## config.mk

```make
export PLATFORM = sky130hd
export DESIGN_NAME = gpio_periodic_change_reporter_unit
export DESIGN_NICKNAME = d
export VERILOG_FILES = /design/src/hdl/gpcr_pkg.sv /design/src/hdl/gpio_periodic_change_reporter_unit.sv /design/src/hdl/gpcr_alu.sv /design/src/hdl/gpcr_slot_table.sv /design/src/hdl/gpcr_top_sv_placeholder_unused.sv
export SDC_FILE = /design/constraint.sdc
export NUM_CORES = 1
export LEC_CHECK = 0
export ABC_CLOCK_PERIOD_IN_PS = 8100
export BUFFER_PORTS_ARGS = -buffer_cell sky130_fd_sc_hd__buf_2
export CAP_MARGIN = 30
export CORE_ASPECT_RATIO = 1.2
export CORE_MARGIN = 2
export CORE_UTILIZATION = 35
export DETAILED_ROUTE_END_ITERATION = 10
export MAX_ROUTING_LAYER = met4
export PLACE_DENSITY_LB_ADDON = 0.3
export SYNTH_ARGS = -nofsm -noshare
export SYNTH_HDL_FRONTEND = slang
export SYNTH_HIERARCHICAL = 1
export SYNTH_SLANG_ARGS = --single-unit
```

## constraint.sdc

```tcl
create_clock -name i_clk -period 8.1 [get_ports i_clk]
set_clock_uncertainty 0.05 [all_clocks]
set_input_delay 0.405 -clock i_clk [delete_from_list [all_inputs] [get_ports i_clk]]
set_output_delay 0.405 -clock i_clk [all_outputs]
set_load 0.01 [all_outputs]
```

## src/hdl/gpcr_pkg.sv

```systemverilog
// Shared package for the watched-pin change reporter.
// Holds command codes, defaults, and the slot record type.
// No dependencies.
`default_nettype none

package gpcr_pkg;

    localparam logic [1:0] CMD_ADD    = 2'd0;
    localparam logic [1:0] CMD_REMOVE = 2'd1;
    localparam logic [1:0] CMD_TICK   = 2'd2;
    localparam logic [1:0] CMD_UNUSED = 2'd3;

    localparam int SLOTS_DEF = 8;
    localparam int PINS_DEF  = 64;

    localparam logic [9:0] MS_PER_S = 10'd1000;

    typedef struct packed {
        logic [5:0]  pin;
        logic [31:0] period_ms;
        logic [31:0] last_time;
        logic        level;
    } t_slot;

    typedef struct packed {
        logic wr;
        logic set_used;
        logic clr_used;
    } t_tbl_ctl;

endpackage

`default_nettype wire

```

## src/hdl/gpio_periodic_change_reporter_unit.sv

```systemverilog
// Top level of the watched-pin change reporter: command sequencer.
// Uses gpcr_pkg, gpcr_alu, gpcr_slot_table, gpcr_level_pick.
//
//  channel   | ports                                            | handshake
//  ----------+--------------------------------------------------+------------------
//  command   | i_cmd i_pin i_period_s i_pull_up i_now_ms        | start & !busy
//            | i_pin_levels                                     |
//  report    | o_event_pin o_event_level o_last                 | o_event_valid,
//            |                                                  | one cycle, no stall
//
// Every accepted add, remove or tick walks the slots one per cycle through one
// shared subtract/compare unit. A tick scans every slot and then flushes; add
// stops at the first free slot and remove at the first used slot with a matching
// pin; both stop at the last slot. Command code 3 is accepted but leaves busy low.
// A report is held until the next reporting slot or the flush and leaves the cycle
// after; the last one comes from the flush.
// Reset is synchronous, active low, and frees every slot. The receiver cannot stall.
`default_nettype none

module gpio_periodic_change_reporter_unit
    import gpcr_pkg::*;
#(
    parameter int SLOTS = SLOTS_DEF,
    parameter int PINS  = PINS_DEF
) (
    input  wire logic            i_clk,
    input  wire logic            i_rst_n,
    input  wire logic            start,
    output logic                 busy,
    input  wire logic [1:0]      i_cmd,
    input  wire logic [5:0]      i_pin,
    input  wire logic [15:0]     i_period_s,
    input  wire logic            i_pull_up,
    input  wire logic [31:0]     i_now_ms,
    input  wire logic [PINS-1:0] i_pin_levels,
    output logic                 o_event_valid,
    output logic [5:0]           o_event_pin,
    output logic                 o_event_level,
    output logic                 o_last
);

    localparam int SLOT_W = (SLOTS > 1) ? $clog2(SLOTS) : 1;

    typedef enum logic [1:0] {
        ST_IDLE,
        ST_SCAN,
        ST_FLUSH
    } t_state;

    t_state            r_state;
    logic [SLOT_W-1:0] r_idx;
    logic [1:0]        r_cmd;
    logic [5:0]        r_pin;
    logic [31:0]       r_pms;
    logic              r_pull_up;
    logic [31:0]       r_now;
    logic [PINS-1:0]   r_levels;
    logic              r_pend_v;
    logic [5:0]        r_pend_pin;
    logic              r_pend_level;
    logic              r_out_v;
    logic [5:0]        r_out_pin;
    logic              r_out_level;
    logic              r_out_last;

    t_slot       w_rd;
    logic        w_rd_used;
    t_slot       w_wr;
    t_tbl_ctl    w_ctl;
    logic [31:0] w_diff;
    logic        w_gt;
    logic        w_lvl;
    logic        w_report;
    logic        w_at_end;
    logic        w_is_add;

    assign busy          = (r_state != ST_IDLE);
    assign o_event_valid = r_out_v;
    assign o_event_pin   = r_out_pin;
    assign o_event_level = r_out_level;
    assign o_last        = r_out_last;

    assign w_is_add = (r_cmd == CMD_ADD);
    assign w_at_end = (r_idx == SLOT_W'(SLOTS - 1));

    gpcr_alu u_alu (
        .i_a      (r_now),
        .i_b      (w_is_add ? r_pms : w_rd.last_time),
        .i_cin    (!w_is_add),
        .i_period (w_rd.period_ms),
        .o_diff   (w_diff),
        .o_gt     (w_gt)
    );

    gpcr_level_pick #(.PINS(PINS)) u_lvl (
        .i_levels (r_levels),
        .i_pin    (w_rd.pin),
        .o_level  (w_lvl)
    );

    gpcr_slot_table #(.SLOTS(SLOTS)) u_tbl (
        .i_clk     (i_clk),
        .i_rst_n   (i_rst_n),
        .i_idx     (r_idx),
        .i_ctl     (w_ctl),
        .i_wr_data (w_wr),
        .o_rd_data (w_rd),
        .o_rd_used (w_rd_used)
    );

    always_comb begin
        if (w_rd.period_ms != 32'd0) begin
            w_report = w_rd_used && w_gt;
        end else begin
            w_report = w_rd_used && (w_lvl != w_rd.level);
        end
    end

    always_comb begin
        w_ctl = '0;
        w_wr  = w_rd;
        if (r_state == ST_SCAN) begin
            unique case (r_cmd)
                CMD_ADD: begin
                    w_wr.pin       = r_pin;
                    w_wr.period_ms = r_pms;
                    w_wr.last_time = w_diff;
                    w_wr.level     = r_pull_up;
                    w_ctl.wr       = !w_rd_used;
                    w_ctl.set_used = !w_rd_used;
                end
                CMD_REMOVE: begin
                    w_ctl.clr_used = w_rd_used && (w_rd.pin == r_pin);
                end
                CMD_TICK: begin
                    w_wr.last_time = r_now;
                    if (w_rd.period_ms == 32'd0) begin
                        w_wr.level = w_lvl;
                    end
                    w_ctl.wr = w_report;
                end
                default: begin
                    w_ctl = '0;
                end
            endcase
        end
    end

    always_ff @(posedge i_clk) begin
        if (!i_rst_n) begin
            r_state  <= ST_IDLE;
            r_idx    <= '0;
            r_cmd    <= CMD_ADD;
            r_pend_v <= 1'b0;
            r_out_v  <= 1'b0;
        end else begin
            unique case (r_state)
                ST_IDLE: begin
                    r_out_v <= 1'b0;
                    if (start) begin
                        r_cmd      <= i_cmd;
                        r_pin      <= i_pin;
                        r_pms      <= 32'(i_period_s) * 32'(MS_PER_S);
                        r_pull_up  <= i_pull_up;
                        r_now      <= i_now_ms;
                        r_levels   <= i_pin_levels;
                        r_idx      <= '0;
                        r_pend_v   <= 1'b0;
                        if (i_cmd != CMD_UNUSED) begin
                            r_state <= ST_SCAN;
                        end
                    end
                end
                ST_SCAN: begin
                    if (r_cmd == CMD_TICK) begin
                        if (w_report) begin
                            r_out_v      <= r_pend_v;
                            r_out_pin    <= r_pend_pin;
                            r_out_level  <= r_pend_level;
                            r_out_last   <= 1'b0;
                            r_pend_v     <= 1'b1;
                            r_pend_pin   <= w_rd.pin;
                            r_pend_level <= w_lvl;
                        end else begin
                            r_out_v <= 1'b0;
                        end
                        if (w_at_end) begin
                            r_state <= ST_FLUSH;
                        end else begin
                            r_idx <= r_idx + 1'b1;
                        end
                    end else begin
                        r_out_v <= 1'b0;
                        if (w_ctl.set_used || w_ctl.clr_used || w_at_end) begin
                            r_state <= ST_IDLE;
                        end else begin
                            r_idx <= r_idx + 1'b1;
                        end
                    end
                end
                ST_FLUSH: begin
                    r_out_v     <= r_pend_v;
                    r_out_pin   <= r_pend_pin;
                    r_out_level <= r_pend_level;
                    r_out_last  <= 1'b1;
                    r_pend_v    <= 1'b0;
                    r_state     <= ST_IDLE;
                end
                default: begin
                    r_out_v <= 1'b0;
                    r_state <= ST_IDLE;
                end
            endcase
        end
    end

    a_strobe_from_work: assert property (@(posedge i_clk) disable iff (!i_rst_n)
        o_event_valid |-> $past(r_state == ST_SCAN || r_state == ST_FLUSH))
        else $error("report transfer without an active tick");

    a_last_from_flush: assert property (@(posedge i_clk) disable iff (!i_rst_n)
        (o_event_valid && o_last) |-> $past(r_state == ST_FLUSH))
        else $error("final report not from flush");

    a_more_pending: assert property (@(posedge i_clk) disable iff (!i_rst_n)
        (o_event_valid && !o_last) |-> r_pend_v)
        else $error("non-final report with nothing pending");

    a_idle_clean: assert property (@(posedge i_clk) disable iff (!i_rst_n)
        (r_state == ST_IDLE) |-> !r_pend_v)
        else $error("pending report left after tick");

    a_cmd_valid: assert property (@(posedge i_clk) disable iff (!i_rst_n)
        busy |-> (r_cmd != CMD_UNUSED))
        else $error("sequencer running an unused command");

endmodule

`default_nettype wire

```

## src/hdl/gpcr_alu.sv

```systemverilog
// Shared subtract and compare unit for the reporter sequencer.
// Computes a + ~b + cin and a signed "elapsed exceeds period" test.
// Does not import gpcr_pkg; depends on nothing.
`default_nettype none

module gpcr_alu (
    input  wire logic [31:0] i_a,
    input  wire logic [31:0] i_b,
    input  wire logic        i_cin,
    input  wire logic [31:0] i_period,
    output logic      [31:0] o_diff,
    output logic             o_gt
);

    logic [32:0] w_sum;

    assign w_sum  = {1'b0, i_a} + {1'b0, ~i_b} + {32'd0, i_cin};
    assign o_diff = w_sum[31:0];
    assign o_gt   = !o_diff[31] && (o_diff > i_period);

endmodule

`default_nettype wire

```

## src/hdl/gpcr_slot_table.sv

```systemverilog
// Slot table: per-slot used bits (reset) and slot records (no reset).
// One read/write index shared by the sequencer. Depends on gpcr_pkg.
`default_nettype none

module gpcr_slot_table
    import gpcr_pkg::*;
#(
    parameter int SLOTS = SLOTS_DEF
) (
    input  wire logic                                 i_clk,
    input  wire logic                                 i_rst_n,
    input  wire logic [((SLOTS > 1) ? $clog2(SLOTS) : 1)-1:0] i_idx,
    input  wire t_tbl_ctl                             i_ctl,
    input  wire t_slot                                i_wr_data,
    output t_slot                                     o_rd_data,
    output logic                                      o_rd_used
);

    t_slot              r_slot [SLOTS];
    logic [SLOTS-1:0]   r_used;

    assign o_rd_data = r_slot[i_idx];
    assign o_rd_used = r_used[i_idx];

    always_ff @(posedge i_clk) begin
        if (!i_rst_n) begin
            r_used <= '0;
        end else if (i_ctl.set_used) begin
            r_used[i_idx] <= 1'b1;
        end else if (i_ctl.clr_used) begin
            r_used[i_idx] <= 1'b0;
        end
    end

    always_ff @(posedge i_clk) begin
        if (i_ctl.wr) begin
            r_slot[i_idx] <= i_wr_data;
        end
    end

endmodule

`default_nettype wire

```

## src/hdl/gpcr_top_sv_placeholder_unused.sv

```systemverilog
// Level sampler: picks one pin's level out of the latched pin vector.
// Pins at or above the vector width read as 0. Depends on nothing.
`default_nettype none

module gpcr_level_pick #(
    parameter int PINS = 64
) (
    input  wire logic [PINS-1:0] i_levels,
    input  wire logic [5:0]      i_pin,
    output logic                 o_level
);

    logic [63:0] w_levels64;

    assign w_levels64 = 64'(i_levels);
    assign o_level    = w_levels64[i_pin];

endmodule

`default_nettype wire
```

==> metrics.md <==
| Metric | Value |
|---|---|
| Clock Path Buffers | `3` |
| Synth top area cells | `edfxtp_1 62%, mux4_2 10%, ha_1 4.4%, fa_1 3.3%, mux2_2 2.4%` |
| Area leader, netlist | `edfxtp_1` |
| Die Wd | `290 um` |
| Worst hold path type | `input pin to flop` |
| Area of the mapped netlist | `0.0343 sq mm` |
| Vias per inst | `5.16` |
| CP Class | `flop to flop` |
| DP Wirelength | `55,800 um` |
| Total core area | `0.0970 sq mm` |
| Hold Fails Final Rpt | `0` |
| Post-route ant nets | `0` |
| Setup crit start kind | `flop` |
| Syn nets | `2,374` |
| Clock Root Buffer | `clkbuf_16` |
| # H-tree levels | `3` |
| Synth top area share | `62.0%` |
| # fillers | `8,649` |
| Highest Clock Rate | `0.133 GHz` |
| Die area | `0.101 sq mm` |
| Routability congestion estimate | `0.886` |
| Status | `complete, no violations` |
| Total track usage | `16.9%` |
| FFs w/ async S/R, synth | `0%` |
| Die height | `347 um` |
| Clk_lat worst skew | `0.64 ns` |
| Clk pin slew, worst setup/hold paths | `0.06 ns` |
| Yosys warns | `6` |
| Rows | `125` |
| Top cells by count, synth | `709 x edfxtp_1, 171 x inv_1, 153 x mux4_2` |
| Yosys reg bits | `726` |
| Post-synth EDFFs | `709` |
| Slew HR | `31.4%` |
| Syn Inst Count | `2,073` |
| CP max FO | `42` |
| Prevailing post-synth register cell | `edfxtp_1` |
| Largest net degree at the start of global routing | `68` |
| Final setup viols | `0` |
| Starting density of the core | `35.4%` |
| Period minus WS final | `7.53 ns` |
| Tot Pwr | `11.5 mW` |
| DRT iter0 DRCs | `1,550` |
| RSZ-0062 raised after global routing | `no` |
| Drt drc | `0` |
| Design Area, Final | `0.0406 sq mm` |
| Grt ovf | `0` |
| Final Max Slew Viols | `0` |
| Syn avg cell area | `16.6 sq um` |
| Final TNS setup | `0 ns` |
| Routed WL | `83,000 um` |
| Worst-Margin Slew | `1.02 ns` |
| DR vias | `19,100` |
| Top-count cell post-synth | `edfxtp_1` |
| Initial antenna violation count | `7` |
| Worst path required time | `8.33 ns` |
| Crit share post-route | `93.0%` |
| Clk sinks | `726` |
| # IOs | `134` |
| TritonCTS clock tree | `done` |
| Leakage power | `14.1 nW` |
| CP endpoint kind | `flop` |
| Placed cell areas | `0.0370 sq mm` |
| Util after Layout | `41.8%` |
| Layout cells sized above 1 | `25.3%` |
| Vias in the first global route | `20,300` |
| Critical Path AT | `7.76 ns` |
| Max-cap violations | `0` |
| WHS | `0.0348 ns` |
| Pwr dens | `283 mW/mm^2` |
| DR WL/cell | `22.4 um` |
| Sequential area share after synthesis | `63.0%` |
| Peak supply drop | `0.150 mV` |
| Number of clock buffers inserted by TritonCTS | `73` |
| Buffers added on ports | `133` |
| Layout Nets | `2,675` |
| Synthesis-to-finish area growth | `18.1%` |
| Yosys cell types | `75` |
| Drt first pass iters | `7` |
| First-pass GRT wire length | `126,000 um` |
==> sequential cells by signal, indices dropped and copies added (netlist names), 2 cells and up, named ones only <==
signal and count:
r_pms 23, o_event_pin 6, r_pend_pin 6, u_tbl/r_slot 568
r_pin 6, r_now 32, r_idx 3, r_cmd 2
r_levels 64, r_state 2
==> routing by layer <==
metal  track usage (%)  routed length [um]
met1              20.8               35000
met2              29.2               42300
met3              2.36                3890
met4              4.45                1760
met5                 -                   0
==> final timing paths <==
path / slack, ns / cells after the start / to / start
max reg2reg: 0.57 / 27 / u_tbl/r_slot[1][50] / r_idx[1]
min reg2reg: 0.37 / 0 / o_event_level / r_pend_level
max: 0.57 / 27 / u_tbl/r_slot[1][50] / r_idx[1]
min: 0.03 / 1 / r_pms[4] / i_period_s[1]
==> worst max-delay path, stage by stage (launching register included) <==
cell and delay, ns:
dfxtp_4 0.61, buf_12 0.31, buf_12 0.24, mux4_2 0.32, mux2_4 0.30, mux2_2 0.26
inv_1 0.07, ha_1 0.38, nand4_1 0.32, or2_2 0.41, nor3_1 0.14, o21ai_1 0.18
a31oi_1 0.30, xnor2_1 0.16, ha_1 0.32, nand4_1 0.10, or3_1 0.40, nor3_1 0.27
o21a_1 0.17, nor4_1 0.05, a311oi_1 0.28, buf_4 0.18, inv_1 0.05, a211o_1 0.27
o21ai_0 0.11, nand2_1 0.28, nor2_4 0.24, buf_12 0.32
==> power breakdown <==
group	internal [mW]	total (mW)	switching [mW]	leakage, nW
Clock	2.00	3.43	1.43	1.18
Combinational	1.33	3.33	2.00	6.33
Sequential	4.61	4.72	0.108	6.58
==> cell usage in the layout, fill, tap and decap left out, drive strengths merged, types with 7 or more instances in the layout <==
cell | synthesis | layout
a211oi | 9 | 9
a21boi | 9 | 9
a21o | 16 | 16
a21oi | 71 | 71
and2 | 12 | 12
buf | 49 | 199
bufinv | 0 | 10
clkbuf | 29 | 80
clkinv | 1 | 34
dfxtp | 17 | 17
dlygate4sd3 | 0 | 105
edfxtp | 709 | 709
fa | 56 | 56
ha | 121 | 121
inv | 172 | 177
mux2 | 124 | 124
mux2i | 44 | 44
mux4 | 154 | 154
nand2 | 90 | 90
nand2b | 9 | 9
nand3 | 26 | 26
nand4 | 17 | 17
nor2 | 54 | 54
nor2b | 18 | 18
nor3 | 16 | 16
nor4 | 16 | 16
o211ai | 8 | 8
o21a | 7 | 7
o21ai | 81 | 81
xnor2 | 35 | 35
xor2 | 18 | 18
==> cells by family (layout without fill, tap and decap cells) <==
kind of cell               after synthesis  count (layout)  share of synthesized area, %
muxes                                  322             322                          16.0
buffers and inverters                  251             608                          3.07
other                                    0               3                             0
AOI/OAI and AO/OA                      261             261                          4.89
adders and majority gates              177             177                          7.67
xor gates and xnor gates                53              53                          1.35
and+or+nand+nor                        283             283                          4.01
DFF                                    726             726                          63.0
==> repair_timing <==
| item | 4_1_cts | 5_1_grt |
|---|---|---|
| setup endpoints to repair | 0 | 101 |
| gates resized for setup | 0 | 1 |
| buffers inserted | 0 | 6 |
| hold buffers | 105 | 0 |
| hold endpoints to repair | 105 | 0 |
==> layout make-up <==
| type | count | area (sq um) | area share, % |
|---|---|---|---|
| Antenna cell | 3 | 7.51 | 0.0185 |
| Clock buffer | 80 | 1870 | 4.62 |
| Clock inverter | 51 | 557 | 1.37 |
| Inverter | 173 | 649 | 1.60 |
| Multi-Input combinational cell | 1096 | 11700 | 28.9 |
| Sequential cell | 726 | 21600 | 53.4 |
| Tap cell | 1270 | 1590 | 3.92 |
| Timing Repair Buffer | 304 | 2500 | 6.16 |
==> metrics by stage <==
step / std cells / setup WS, ns
after detailed placement: 3457 / 0.404
final: 3703 / 0.566
after CTS: 3693 / 0.390
after floorplan: 2073 / -0.877
after global placement: 3456 / 0.444
after global routing: 3703 / 0.0943
(Power assumes the default switching activity.)
